`config.mk`:
```
export PLATFORM = sky130hd
export DESIGN_NAME = ordered_set_union_flat
export DESIGN_NICKNAME = d
export VERILOG_FILES = /design/src/rtl/core/osu_pkg.sv /design/src/rtl/core/osu_if.sv /design/src/rtl/core/osu_cell.sv /design/src/rtl/core/osu_chain.sv /design/src/rtl/core/ordered_set_union.sv /design/src/flat_wrapper.sv
export SDC_FILE = /design/constraint.sdc
export NUM_CORES = 2
export LEC_CHECK = 0
export ABC_AREA = 1
export BUFFER_PORTS_ARGS = -buffer_cell sky130_fd_sc_hd__buf_4
export CORE_AREA = 5 5 577 579
export CTS_CLUSTER_SIZE = 8
export DETAILED_ROUTE_END_ITERATION = 16
export DIE_AREA = 0 0 582 584
export HOLD_SLACK_MARGIN = 0.03
export PLACE_DENSITY = 0.72
export SKIP_LAST_GASP = 1
export SLEW_MARGIN = 30
export SYNTH_ARGS = -nofsm -noshare
export SYNTH_HDL_FRONTEND = slang
export SYNTH_SLANG_ARGS = --single-unit
```
`constraint.sdc`:
```
create_clock -name clk -period 4.5 [get_ports clk]
set_input_delay 0.9 -clock clk [delete_from_list [all_inputs] [get_ports clk]]
set_output_delay 0.9 -clock clk [all_outputs]
set_load 0.02 [all_outputs]
```
`src/rtl/core/osu_pkg.sv`:
```
// osu_pkg: shared constants, codes, types and helpers for the ordered set union block
// no dependencies; imported by the cell, the cell row and the top level

package osu_pkg;

	// sizing of the stored first list and of the union
	localparam int LIST_DEPTH = 64;
	localparam int UNION_CAP  = 2 * LIST_DEPTH;
	localparam int CNT_W      = $clog2(LIST_DEPTH + 1);
	localparam int POS_W      = $clog2(UNION_CAP + 1);

	// fixed field widths
	localparam int ID_W      = 32;
	localparam int CMD_W     = 2;
	localparam int KIND_W    = 2;
	localparam int POS_OUT_W = 7;
	localparam int SIZE_W    = 8;
	localparam int RANK_W    = 8;
	localparam int SRANK_W   = 7;

	// rank meaning "not a member"
	localparam logic [RANK_W-1:0]  RANK_NONE  = '1;
	localparam logic [SRANK_W-1:0] SRANK_NONE = '1;

	typedef enum logic [CMD_W-1:0] {
		CMD_START  = 2'd0,
		CMD_FIRST  = 2'd1,
		CMD_SECOND = 2'd2,
		CMD_FINISH = 2'd3
	} osu_cmd_t;

	typedef enum logic [KIND_W-1:0] {
		KIND_MEMBER   = 2'd0,
		KIND_SUMMARY  = 2'd1,
		KIND_OVERFLOW = 2'd2
	} osu_kind_t;

	typedef enum logic [1:0] {
		ST_IDLE,
		ST_SEARCH,
		ST_EMIT
	} osu_state_t;

	// search token walking the cell row
	typedef struct packed {
		logic            valid;
		logic [ID_W-1:0] id;
		logic            hit;
	} osu_probe_t;

	// one result item
	typedef struct packed {
		logic [KIND_W-1:0]    kind;
		logic [POS_OUT_W-1:0] position;
		logic [ID_W-1:0]      out_member;
		logic [SIZE_W-1:0]    union_size;
		logic [RANK_W-1:0]    self_rank;
	} osu_result_t;

	// union position masked to the output position field
	function automatic logic [POS_OUT_W-1:0] pos_to_field(input logic [POS_W-1:0] p);
		logic [POS_W+POS_OUT_W-1:0] w;
		w = {{POS_OUT_W{1'b0}}, p};
		return w[POS_OUT_W-1:0];
	endfunction

	// union position masked to an eight bit field
	function automatic logic [SIZE_W-1:0] pos_to_byte(input logic [POS_W-1:0] p);
		logic [POS_W+SIZE_W-1:0] w;
		w = {{SIZE_W{1'b0}}, p};
		return w[SIZE_W-1:0];
	endfunction

endpackage

```
`src/rtl/core/osu_if.sv`:
```
// osu_cmd_if and osu_res_if: valid/ready channels for command and result transfers
// no dependencies; widths follow the fixed field widths of the block

interface osu_cmd_if;
	logic        valid;
	logic        ready;
	logic [1:0]  command;
	logic [31:0] member_id;
	logic [6:0]  first_self_rank;
	logic        second_has_self;

	modport source (output valid, command, member_id, first_self_rank, second_has_self,
		input ready);
	modport sink (input valid, command, member_id, first_self_rank, second_has_self,
		output ready);
endinterface

interface osu_res_if;
	logic        valid;
	logic        ready;
	logic [1:0]  kind;
	logic [6:0]  position;
	logic [31:0] out_member;
	logic [7:0]  union_size;
	logic [7:0]  self_rank;

	modport source (output valid, kind, position, out_member, union_size, self_rank,
		input ready);
	modport sink (input valid, kind, position, out_member, union_size, self_rank,
		output ready);
endinterface

```
`src/rtl/core/osu_cell.sv`:
```
// osu_cell: one stored first-list entry and one stage of the search token path
// depends on osu_pkg

module osu_cell import osu_pkg::*; (
	input  logic            clk,
	input  logic            arst_n,
	input  logic            wr_en,
	input  logic [ID_W-1:0] wr_id,
	input  logic            active,
	input  osu_probe_t      probe_in,
	output osu_probe_t      probe_out
);

	logic [ID_W-1:0] entry_q;
	osu_probe_t      probe_q;

	// entry storage, written once per first-list member
	always_ff @(posedge clk) begin
		if (wr_en) begin
			entry_q <= wr_id;
		end
	end

	// token stage: compare against the entry if it lies below the fill count
	always_ff @(posedge clk or negedge arst_n) begin
		if (!arst_n) begin
			probe_q <= '0;
		end else begin
			probe_q.valid <= probe_in.valid;
			probe_q.id    <= probe_in.id;
			probe_q.hit   <= probe_in.hit | (active & (entry_q == probe_in.id));
		end
	end

	assign probe_out = probe_q;

endmodule

```
`src/rtl/core/osu_chain.sv`:
```
// osu_chain: row of LIST_DEPTH cells holding the first list, token moves one cell a cycle
// depends on osu_pkg and osu_cell

module osu_chain import osu_pkg::*; (
	input  logic             clk,
	input  logic             arst_n,
	input  logic             wr_en,
	input  logic [ID_W-1:0]  wr_id,
	input  logic [CNT_W-1:0] count,
	input  osu_probe_t       probe_in,
	output osu_probe_t       probe_out
);

	osu_probe_t link [LIST_DEPTH+1];

	assign link[0] = probe_in;

	// each cell knows its own index: write select and fill check are local
	for (genvar i = 0; i < LIST_DEPTH; i++) begin : g_cell
		osu_cell u_cell (
			.clk       (clk),
			.arst_n    (arst_n),
			.wr_en     (wr_en && (count == CNT_W'(i))),
			.wr_id     (wr_id),
			.active    (count > CNT_W'(i)),
			.probe_in  (link[i]),
			.probe_out (link[i+1])
		);
	end

	assign probe_out = link[LIST_DEPTH];

endmodule

```
`src/rtl/core/ordered_set_union.sv`:
```
// Ordered set union. Commands arrive one at a time on cmd_ch and are taken only while the
// block is idle. A start command gives no result. A first-list member or a finish command
// is taken and its result is registered as pending; in the emit state it is loaded into
// the output register once that register is empty or being taken. A second-list member
// is searched by a token that walks the row of LIST_DEPTH cells one cell per cycle. When
// the member is found in the first list the block returns to idle and gives no result.
// When it is absent its result is registered as pending and loaded in the same way. A
// finished result may wait in the output register while the next command is taken. The
// user must write own_id through cfg_wr_en / cfg_wr_data only while the block is idle;
// the block itself does not enforce it.
// Depends on osu_pkg, osu_if and osu_chain.

module ordered_set_union import osu_pkg::*; (
	input  logic            clk,
	input  logic            arst_n,
	input  logic            cfg_wr_en,
	input  logic [ID_W-1:0] cfg_wr_data,
	osu_cmd_if.sink         cmd_ch,
	osu_res_if.source       res_ch
);

	osu_state_t         state_q, state_d;
	logic [ID_W-1:0]    own_id_q;
	logic [CNT_W-1:0]   count_q;
	logic [POS_W-1:0]   npos_q;
	logic [RANK_W-1:0]  found_q;
	logic [SRANK_W-1:0] srank_q;
	logic               sflag_q;
	osu_result_t        pend_q, pend_d;
	osu_result_t        res_q;
	logic               res_valid_q;

	logic       accept;
	osu_cmd_t   cmd;
	logic       cmd_ready;
	logic       emit_load;
	logic       search_miss;
	logic       first_full;
	logic       union_full;
	osu_probe_t probe_launch;
	osu_probe_t probe_tail;

	assign cmd        = osu_cmd_t'(cmd_ch.command);
	assign accept     = cmd_ch.valid && cmd_ready;
	assign first_full = (count_q == CNT_W'(LIST_DEPTH));
	assign union_full = (npos_q >= POS_W'(UNION_CAP));
	assign search_miss = (state_q == ST_SEARCH) && probe_tail.valid && !probe_tail.hit;

	// cell row holding the first list
	osu_chain u_chain (
		.clk       (clk),
		.arst_n    (arst_n),
		.wr_en     (accept && (cmd == CMD_FIRST) && !first_full),
		.wr_id     (cmd_ch.member_id),
		.count     (count_q),
		.probe_in  (probe_launch),
		.probe_out (probe_tail)
	);

	// next state
	always_comb begin
		state_d = state_q;
		case (state_q)
			ST_IDLE: begin
				if (accept) begin
					case (cmd)
						CMD_START:  state_d = ST_IDLE;
						CMD_SECOND: state_d = ST_SEARCH;
						default:    state_d = ST_EMIT;
					endcase
				end
			end
			ST_SEARCH: begin
				if (probe_tail.valid) begin
					state_d = probe_tail.hit ? ST_IDLE : ST_EMIT;
				end
			end
			ST_EMIT: begin
				if (!res_valid_q || res_ch.ready) begin
					state_d = ST_IDLE;
				end
			end
			default: state_d = ST_IDLE;
		endcase
	end

	// state outputs
	always_comb begin
		cmd_ready          = 1'b0;
		emit_load          = 1'b0;
		probe_launch       = '0;
		probe_launch.id    = cmd_ch.member_id;
		case (state_q)
			ST_IDLE: begin
				cmd_ready          = 1'b1;
				probe_launch.valid = cmd_ch.valid && (cmd == CMD_SECOND);
			end
			ST_EMIT: begin
				emit_load = !res_valid_q || res_ch.ready;
			end
			default: begin
				cmd_ready = 1'b0;
			end
		endcase
	end

	// pending result built from the command or the search outcome
	always_comb begin
		pend_d = pend_q;
		if (accept && (cmd == CMD_FIRST)) begin
			pend_d = '0;
			if (first_full) begin
				pend_d.kind = KIND_OVERFLOW;
			end else begin
				pend_d.kind       = KIND_MEMBER;
				pend_d.position   = pos_to_field(npos_q);
				pend_d.out_member = cmd_ch.member_id;
			end
		end else if (accept && (cmd == CMD_FINISH)) begin
			pend_d            = '0;
			pend_d.kind       = KIND_SUMMARY;
			pend_d.union_size = pos_to_byte(npos_q);
			if (srank_q != SRANK_NONE) begin
				pend_d.self_rank = {srank_q[SRANK_W-1], srank_q};
			end else if (sflag_q) begin
				pend_d.self_rank = found_q;
			end else begin
				pend_d.self_rank = RANK_NONE;
			end
		end else if (search_miss) begin
			pend_d = '0;
			if (union_full) begin
				pend_d.kind = KIND_OVERFLOW;
			end else begin
				pend_d.kind       = KIND_MEMBER;
				pend_d.position   = pos_to_field(npos_q);
				pend_d.out_member = probe_tail.id;
			end
		end
	end

	// pending and output payload registers
	always_ff @(posedge clk) begin
		pend_q <= pend_d;
		if (emit_load) begin
			res_q <= pend_q;
		end
	end

	// control and union bookkeeping
	always_ff @(posedge clk or negedge arst_n) begin
		if (!arst_n) begin
			state_q     <= ST_IDLE;
			own_id_q    <= '0;
			count_q     <= '0;
			npos_q      <= '0;
			found_q     <= RANK_NONE;
			srank_q     <= SRANK_NONE;
			sflag_q     <= 1'b0;
			res_valid_q <= 1'b0;
		end else begin
			state_q <= state_d;
			if (cfg_wr_en) begin
				own_id_q <= cfg_wr_data;
			end
			if (accept) begin
				case (cmd)
					CMD_START: begin
						count_q <= '0;
						npos_q  <= '0;
						found_q <= RANK_NONE;
						srank_q <= cmd_ch.first_self_rank;
						sflag_q <= cmd_ch.second_has_self;
					end
					CMD_FIRST: begin
						if (!first_full) begin
							count_q <= count_q + CNT_W'(1);
							npos_q  <= npos_q + POS_W'(1);
						end
					end
					default: begin
						count_q <= count_q;
					end
				endcase
			end
			if (search_miss && !union_full) begin
				npos_q <= npos_q + POS_W'(1);
				if (probe_tail.id == own_id_q) begin
					found_q <= pos_to_byte(npos_q);
				end
			end
			// output register: a taken result frees it, a load fills it
			if (emit_load) begin
				res_valid_q <= 1'b1;
			end else if (res_ch.ready) begin
				res_valid_q <= 1'b0;
			end
		end
	end

	assign cmd_ch.ready      = cmd_ready;
	assign res_ch.valid      = res_valid_q;
	assign res_ch.kind       = res_q.kind;
	assign res_ch.position   = res_q.position;
	assign res_ch.out_member = res_q.out_member;
	assign res_ch.union_size = res_q.union_size;
	assign res_ch.self_rank  = res_q.self_rank;

endmodule

```
`src/flat_wrapper.sv`:
```
// flat-port wrapper written by rule: the top's interface ports become plain ports
module ordered_set_union_flat import osu_pkg::*;
  (clk, arst_n, cfg_wr_en, cfg_wr_data, cmd_ch_valid, cmd_ch_command, cmd_ch_member_id, cmd_ch_first_self_rank, cmd_ch_second_has_self, cmd_ch_ready, res_ch_valid, res_ch_kind, res_ch_position, res_ch_out_member, res_ch_union_size, res_ch_self_rank, res_ch_ready);
  osu_cmd_if cmd_ch_i ();
  osu_res_if res_ch_i ();
  input  logic clk;
  input  logic arst_n;
  input  logic cfg_wr_en;
  input  logic [ID_W-1:0] cfg_wr_data;
  input wire logic [$bits(cmd_ch_i.valid)-1:0] cmd_ch_valid;
  input wire logic [$bits(cmd_ch_i.command)-1:0] cmd_ch_command;
  input wire logic [$bits(cmd_ch_i.member_id)-1:0] cmd_ch_member_id;
  input wire logic [$bits(cmd_ch_i.first_self_rank)-1:0] cmd_ch_first_self_rank;
  input wire logic [$bits(cmd_ch_i.second_has_self)-1:0] cmd_ch_second_has_self;
  output wire logic [$bits(cmd_ch_i.ready)-1:0] cmd_ch_ready;
  output wire logic [$bits(res_ch_i.valid)-1:0] res_ch_valid;
  output wire logic [$bits(res_ch_i.kind)-1:0] res_ch_kind;
  output wire logic [$bits(res_ch_i.position)-1:0] res_ch_position;
  output wire logic [$bits(res_ch_i.out_member)-1:0] res_ch_out_member;
  output wire logic [$bits(res_ch_i.union_size)-1:0] res_ch_union_size;
  output wire logic [$bits(res_ch_i.self_rank)-1:0] res_ch_self_rank;
  input wire logic [$bits(res_ch_i.ready)-1:0] res_ch_ready;
  assign cmd_ch_i.valid = cmd_ch_valid;
  assign cmd_ch_i.command = cmd_ch_command;
  assign cmd_ch_i.member_id = cmd_ch_member_id;
  assign cmd_ch_i.first_self_rank = cmd_ch_first_self_rank;
  assign cmd_ch_i.second_has_self = cmd_ch_second_has_self;
  assign cmd_ch_ready = cmd_ch_i.ready;
  assign res_ch_valid = res_ch_i.valid;
  assign res_ch_kind = res_ch_i.kind;
  assign res_ch_position = res_ch_i.position;
  assign res_ch_out_member = res_ch_i.out_member;
  assign res_ch_union_size = res_ch_i.union_size;
  assign res_ch_self_rank = res_ch_i.self_rank;
  assign res_ch_i.ready = res_ch_ready;
  ordered_set_union u_core (.clk(clk), .arst_n(arst_n), .cfg_wr_en(cfg_wr_en), .cfg_wr_data(cfg_wr_data), .cmd_ch(cmd_ch_i), .res_ch(res_ch_i));
endmodule
```
==> results.toml <==
[clocking]
tritoncts.num_buffers = 622
cts.reportedPaths.clkPinSlew_ps = 50
clk-insertion-delay-late_ps = 1020
ctsRootBufferMaster = "sky130_fd_sc_hd__clkbuf_16"
cts.repair.resized = 0
postCtsSetupBuffers = 0
clkSinkCount = 4404
ctsHoldBuffers = 2
clockBufferDepth = 4
cts_tree = "done"
cts.htree.levels = 6

[layout]
final_core_util_pct = 55.0
flow.area_growth_from_synthesis_pct = 17.6
commonest_non_fill_non_tap_cell_in_the_layout = "sky130_fd_sc_hd__dfrtp_1"
final_cell_mix = "sky130_fd_sc_hd__dfrtp_1, sky130_fd_sc_hd__edfxtp_1, sky130_fd_sc_hd__nand2_1, sky130_fd_sc_hd__xnor2_1, sky130_fd_sc_hd__nor2_1"
fraction_of_final_layout_cells_sized_beyond_drive_strength_1_pct = 11.5
design.final.nets = 11200

[run]
cap_viol_max_count = 0

[synthesis]
asr_flop_ratio_synth_pct = 50.9
synth_seq_cells = 4404
synth.top_cell.area_share_pct = 42.2
synthesis.area_per_instance_um2 = 15.0
count_of_unique_library_cells_instantiated_by_yosys = 47
dominantRegCellSynth = "sky130_fd_sc_hd__dfrtp_1"
number_of_enable_type_register_cells_in_the_synthesized_netlist = 2146
yosysWarnings = 0
synth.yosys.seq_area_share_pct = 79.2
synth_area_leader_cell = "sky130_fd_sc_hd__edfxtp_1"
syn_inst = 10200
synth_area_mm2 = 0.153
synth_nets = 10300
synth_area_leaders = "sky130_fd_sc_hd__edfxtp_1, sky130_fd_sc_hd__dfrtp_1, sky130_fd_sc_hd__xnor2_1"

[floorplan]
floorplan.initialDensity_pct = 46.8
num_rows = 210
boundaryPins = 138
die_x_um = 582
die_h_um = 584
die-area_mm2 = 0.340
area_of_the_placeable_core_mm2 = 0.327

[timing]
final.setup_skew_ps = 67.3
grt_setup_unrepaired = "no"
worst_slew_pin_slew_ps = 1090
timing_hold_violations_final = 0
fmaxAchievable_mhz = 258
post-route-period-util_pct = 86.2
fin_worst_hold_slack_ps = 119
setup-violations-final = 0
timing.final.crit_period_ps = 3880
max_transition_viols_final = 0
relSlewSlack_pct = 27.1
final.setup.worst_slack_ps = 621

[drt]
drc = 0
dr.first_iter.drc_count = 8993
routed_wl_mm = 392
drtPass1Iterations = 6
detail-route-antenna-nets = 0
route.vias.total = 82800
vias_per_cell = 5.19
wl_per_cell_um = 24.5

[global_routing]
grt_pass1_vias = 87100
global_route.usage.total_pct = 22.9
grt_first_pass_wirelength_mm = 576
grt_antenna_before_repair = 49
globalRoute.totalOverflow = 0
pin_count_of_the_biggest_net_entering_global_routing = 180

[power_and_ir_drop]
power_density_mw_per_mm2 = 511
leakagePower_nw = 70.7
max-vdd-ir-drop_mv = 0.442

[worst_setup_path]
r2r_start = "u_core.count_q[3]"
rrSetupSlack_ps = 620
critPathMaxStageDelay_ps = 730
worst-endpoint-arrival_ps = 4490
worst_path_max_delay_cell = "sky130_fd_sc_hd__dfrtp_1"
worstSetupStartpoint = "u_core.count_q[3]"
largest_driver_fanout_on_the_critical_path = 32
setup.worst_path.end_class = "flop"
reg2reg_to = "u_core.u_chain.g_cell[1].u_cell.entry_q[21]"
crit_chain = "nor2_1 > nand4_1 > nand2_4 > inv_2 > nand2_1 > nor2_4 > buf_4"
endpoint = "u_core.u_chain.g_cell[1].u_cell.entry_q[21]"
worst_setup_path_start_kind = "flop"
worst-setup-path-type = "flop to flop"
data_required_time_at_the_worst_endpoint_ps = 5110
worst_case_reg_to_reg_path_depth = 7

[placement]
placement.setup.worst_slack_ps = 481
gp_congestion = 0.897
port-buffer-count = 137
detailedPlacementHpwl_mm = 248

[worst_hold_path]
worst_hold_path_type = "input pin to flop"

[status]
outcome = "finished clean"
-- metrics by stage --
stage | power (mW) | instances | setup TNS [ps] | area (µm²)
6_report | 91.8 | 16000 | 0 | 180000
5_1_grt | 94.7 | 15900 | 0 | 180000
4_1_cts | 92.3 | 15900 | 0 | 179000
3_5_place_dp | 49.0 | 14800 | 0 | 161000
3_3_place_gp | 48.9 | 14800 | 0 | 161000
2_1_floorplan | 46.3 | 10200 | -66180 | 153000
-- critical path: cells and delay by family, from the launching register on --
family / cells / cell delay, ps
simple gates: 5 / 1920
buf+inv: 2 / 740
flops: 1 / 730
-- layout make-up --
type | count | area [µm²]
Clock buffer | 1082 | 17600
Timing Repair Buffer | 305 | 2790
Inverter | 746 | 2800
Clock inverter | 45 | 843
Sequential cell | 4404 | 121000
Multi-Input combinational cell | 5019 | 29200
Antenna cell | 15 | 37.5
Fill cell | 24500 | 147000
Tap cell | 4346 | 5440
-- registers in the layout (all words and copies together), names as in the netlist, 8 cells and up --
signal and count:
u_core.found_q 8, u_core.npos_q 8, u_core.own_id_q 32, u_core.pend_q 57, u_core.res_ch.out_member 32, u_core.res_ch.self_rank 8
u_core.res_ch.union_size 8, u_core.u_chain.g_cell.u_cell.entry_q 2048, u_core.u_chain.g_cell.u_cell.probe_out 2176
-- layer usage --
metal  share of wire (%)  global-route usage, %  routed length [µm]  vias to the layer above
met5               0.021                      0                  84                        -
met4                 3.7                   8.30               14600                       14
met3                 8.5                   4.83               33200                      833
met2                  48                   37.5              188000                     3698
met1                  40                   30.7              156000                    42600
li1                    -                      -                   -                    35700
-- logic make-up (layout without fill, tap and decap cells) --
logic type / count (synthesis) / after routing / share of synthesized area, %
flops: 4404 / 4404 / 79.2
simple gates: 3131 / 3131 / 8.73
xor+xnor: 1574 / 1574 / 9.03
buf+inv: 776 / 2178 / 1.93
compound gates: 302 / 302 / 1.07
fa+ha+maj: 6 / 6 / 0.0492
mux: 6 / 6 / 0.0442
other cells: 0 / 15 / 0
-- how the worst min path moves through the flow --
stage | depth (start not counted) | to | slack (ps) | start
after floorplan | 0 | u_core.u_chain.g_cell[10].u_cell.probe_out[33] | 330 | u_core.u_chain.g_cell[9].u_cell.probe_out[33]
after CTS | 3 | u_core.own_id_q[24] | 50 | cfg_wr_data[24]
after global placement | 0 | u_core.u_chain.g_cell[39].u_cell.probe_out[33] | 340 | u_core.u_chain.g_cell[38].u_cell.probe_out[33]
after global routing | 2 | u_core.own_id_q[15] | 100 | cfg_wr_data[15]
final | 3 | u_core.own_id_q[24] | 120 | cfg_wr_data[24]
after detailed placement | 0 | u_core.u_chain.g_cell[3].u_cell.probe_out[33] | 330 | u_core.u_chain.g_cell[2].u_cell.probe_out[33]
-- synthesized netlist by cell type, types with 2 or more instances --
cell type,instances
sky130_fd_sc_hd__dfrtp_1,2227
sky130_fd_sc_hd__edfxtp_1,2146
sky130_fd_sc_hd__nand2_1,1558
sky130_fd_sc_hd__xnor2_1,1278
sky130_fd_sc_hd__nor2_1,787
sky130_fd_sc_hd__inv_1,736
sky130_fd_sc_hd__xor2_1,296
sky130_fd_sc_hd__nand3_1,252
sky130_fd_sc_hd__or2_2,234
sky130_fd_sc_hd__o21ai_0,178
sky130_fd_sc_hd__nand4_1,150
sky130_fd_sc_hd__nor3_1,122
sky130_fd_sc_hd__a21oi_1,48
sky130_fd_sc_hd__o22ai_1,40
sky130_fd_sc_hd__dfxtp_1,16
sky130_fd_sc_hd__buf_2,15
sky130_fd_sc_hd__dfstp_2,15
sky130_fd_sc_hd__clkbuf_1,10
sky130_fd_sc_hd__o211ai_1,10
sky130_fd_sc_hd__inv_2,8
sky130_fd_sc_hd__o21ai_1,8
sky130_fd_sc_hd__ha_1,6
sky130_fd_sc_hd__mux2_2,6
sky130_fd_sc_hd__nor2_4,6
sky130_fd_sc_hd__nor4_1,6
sky130_fd_sc_hd__nand2_2,5
sky130_fd_sc_hd__buf_4,4
sky130_fd_sc_hd__o21bai_1,4
sky130_fd_sc_hd__a211oi_1,3
sky130_fd_sc_hd__a22o_1,3
sky130_fd_sc_hd__a22oi_1,3
sky130_fd_sc_hd__clkinv_1,2
sky130_fd_sc_hd__nor2_2,2
sky130_fd_sc_hd__o2111ai_1,2
-- report_power, final --
group          internal (mW)  total [mW]  switching, mW
Combinational          0.998        3.80           2.81
Clock                   26.5        43.4           16.9
Sequential              43.6        44.6           1.03
Power figures use the tool's default switching activity.
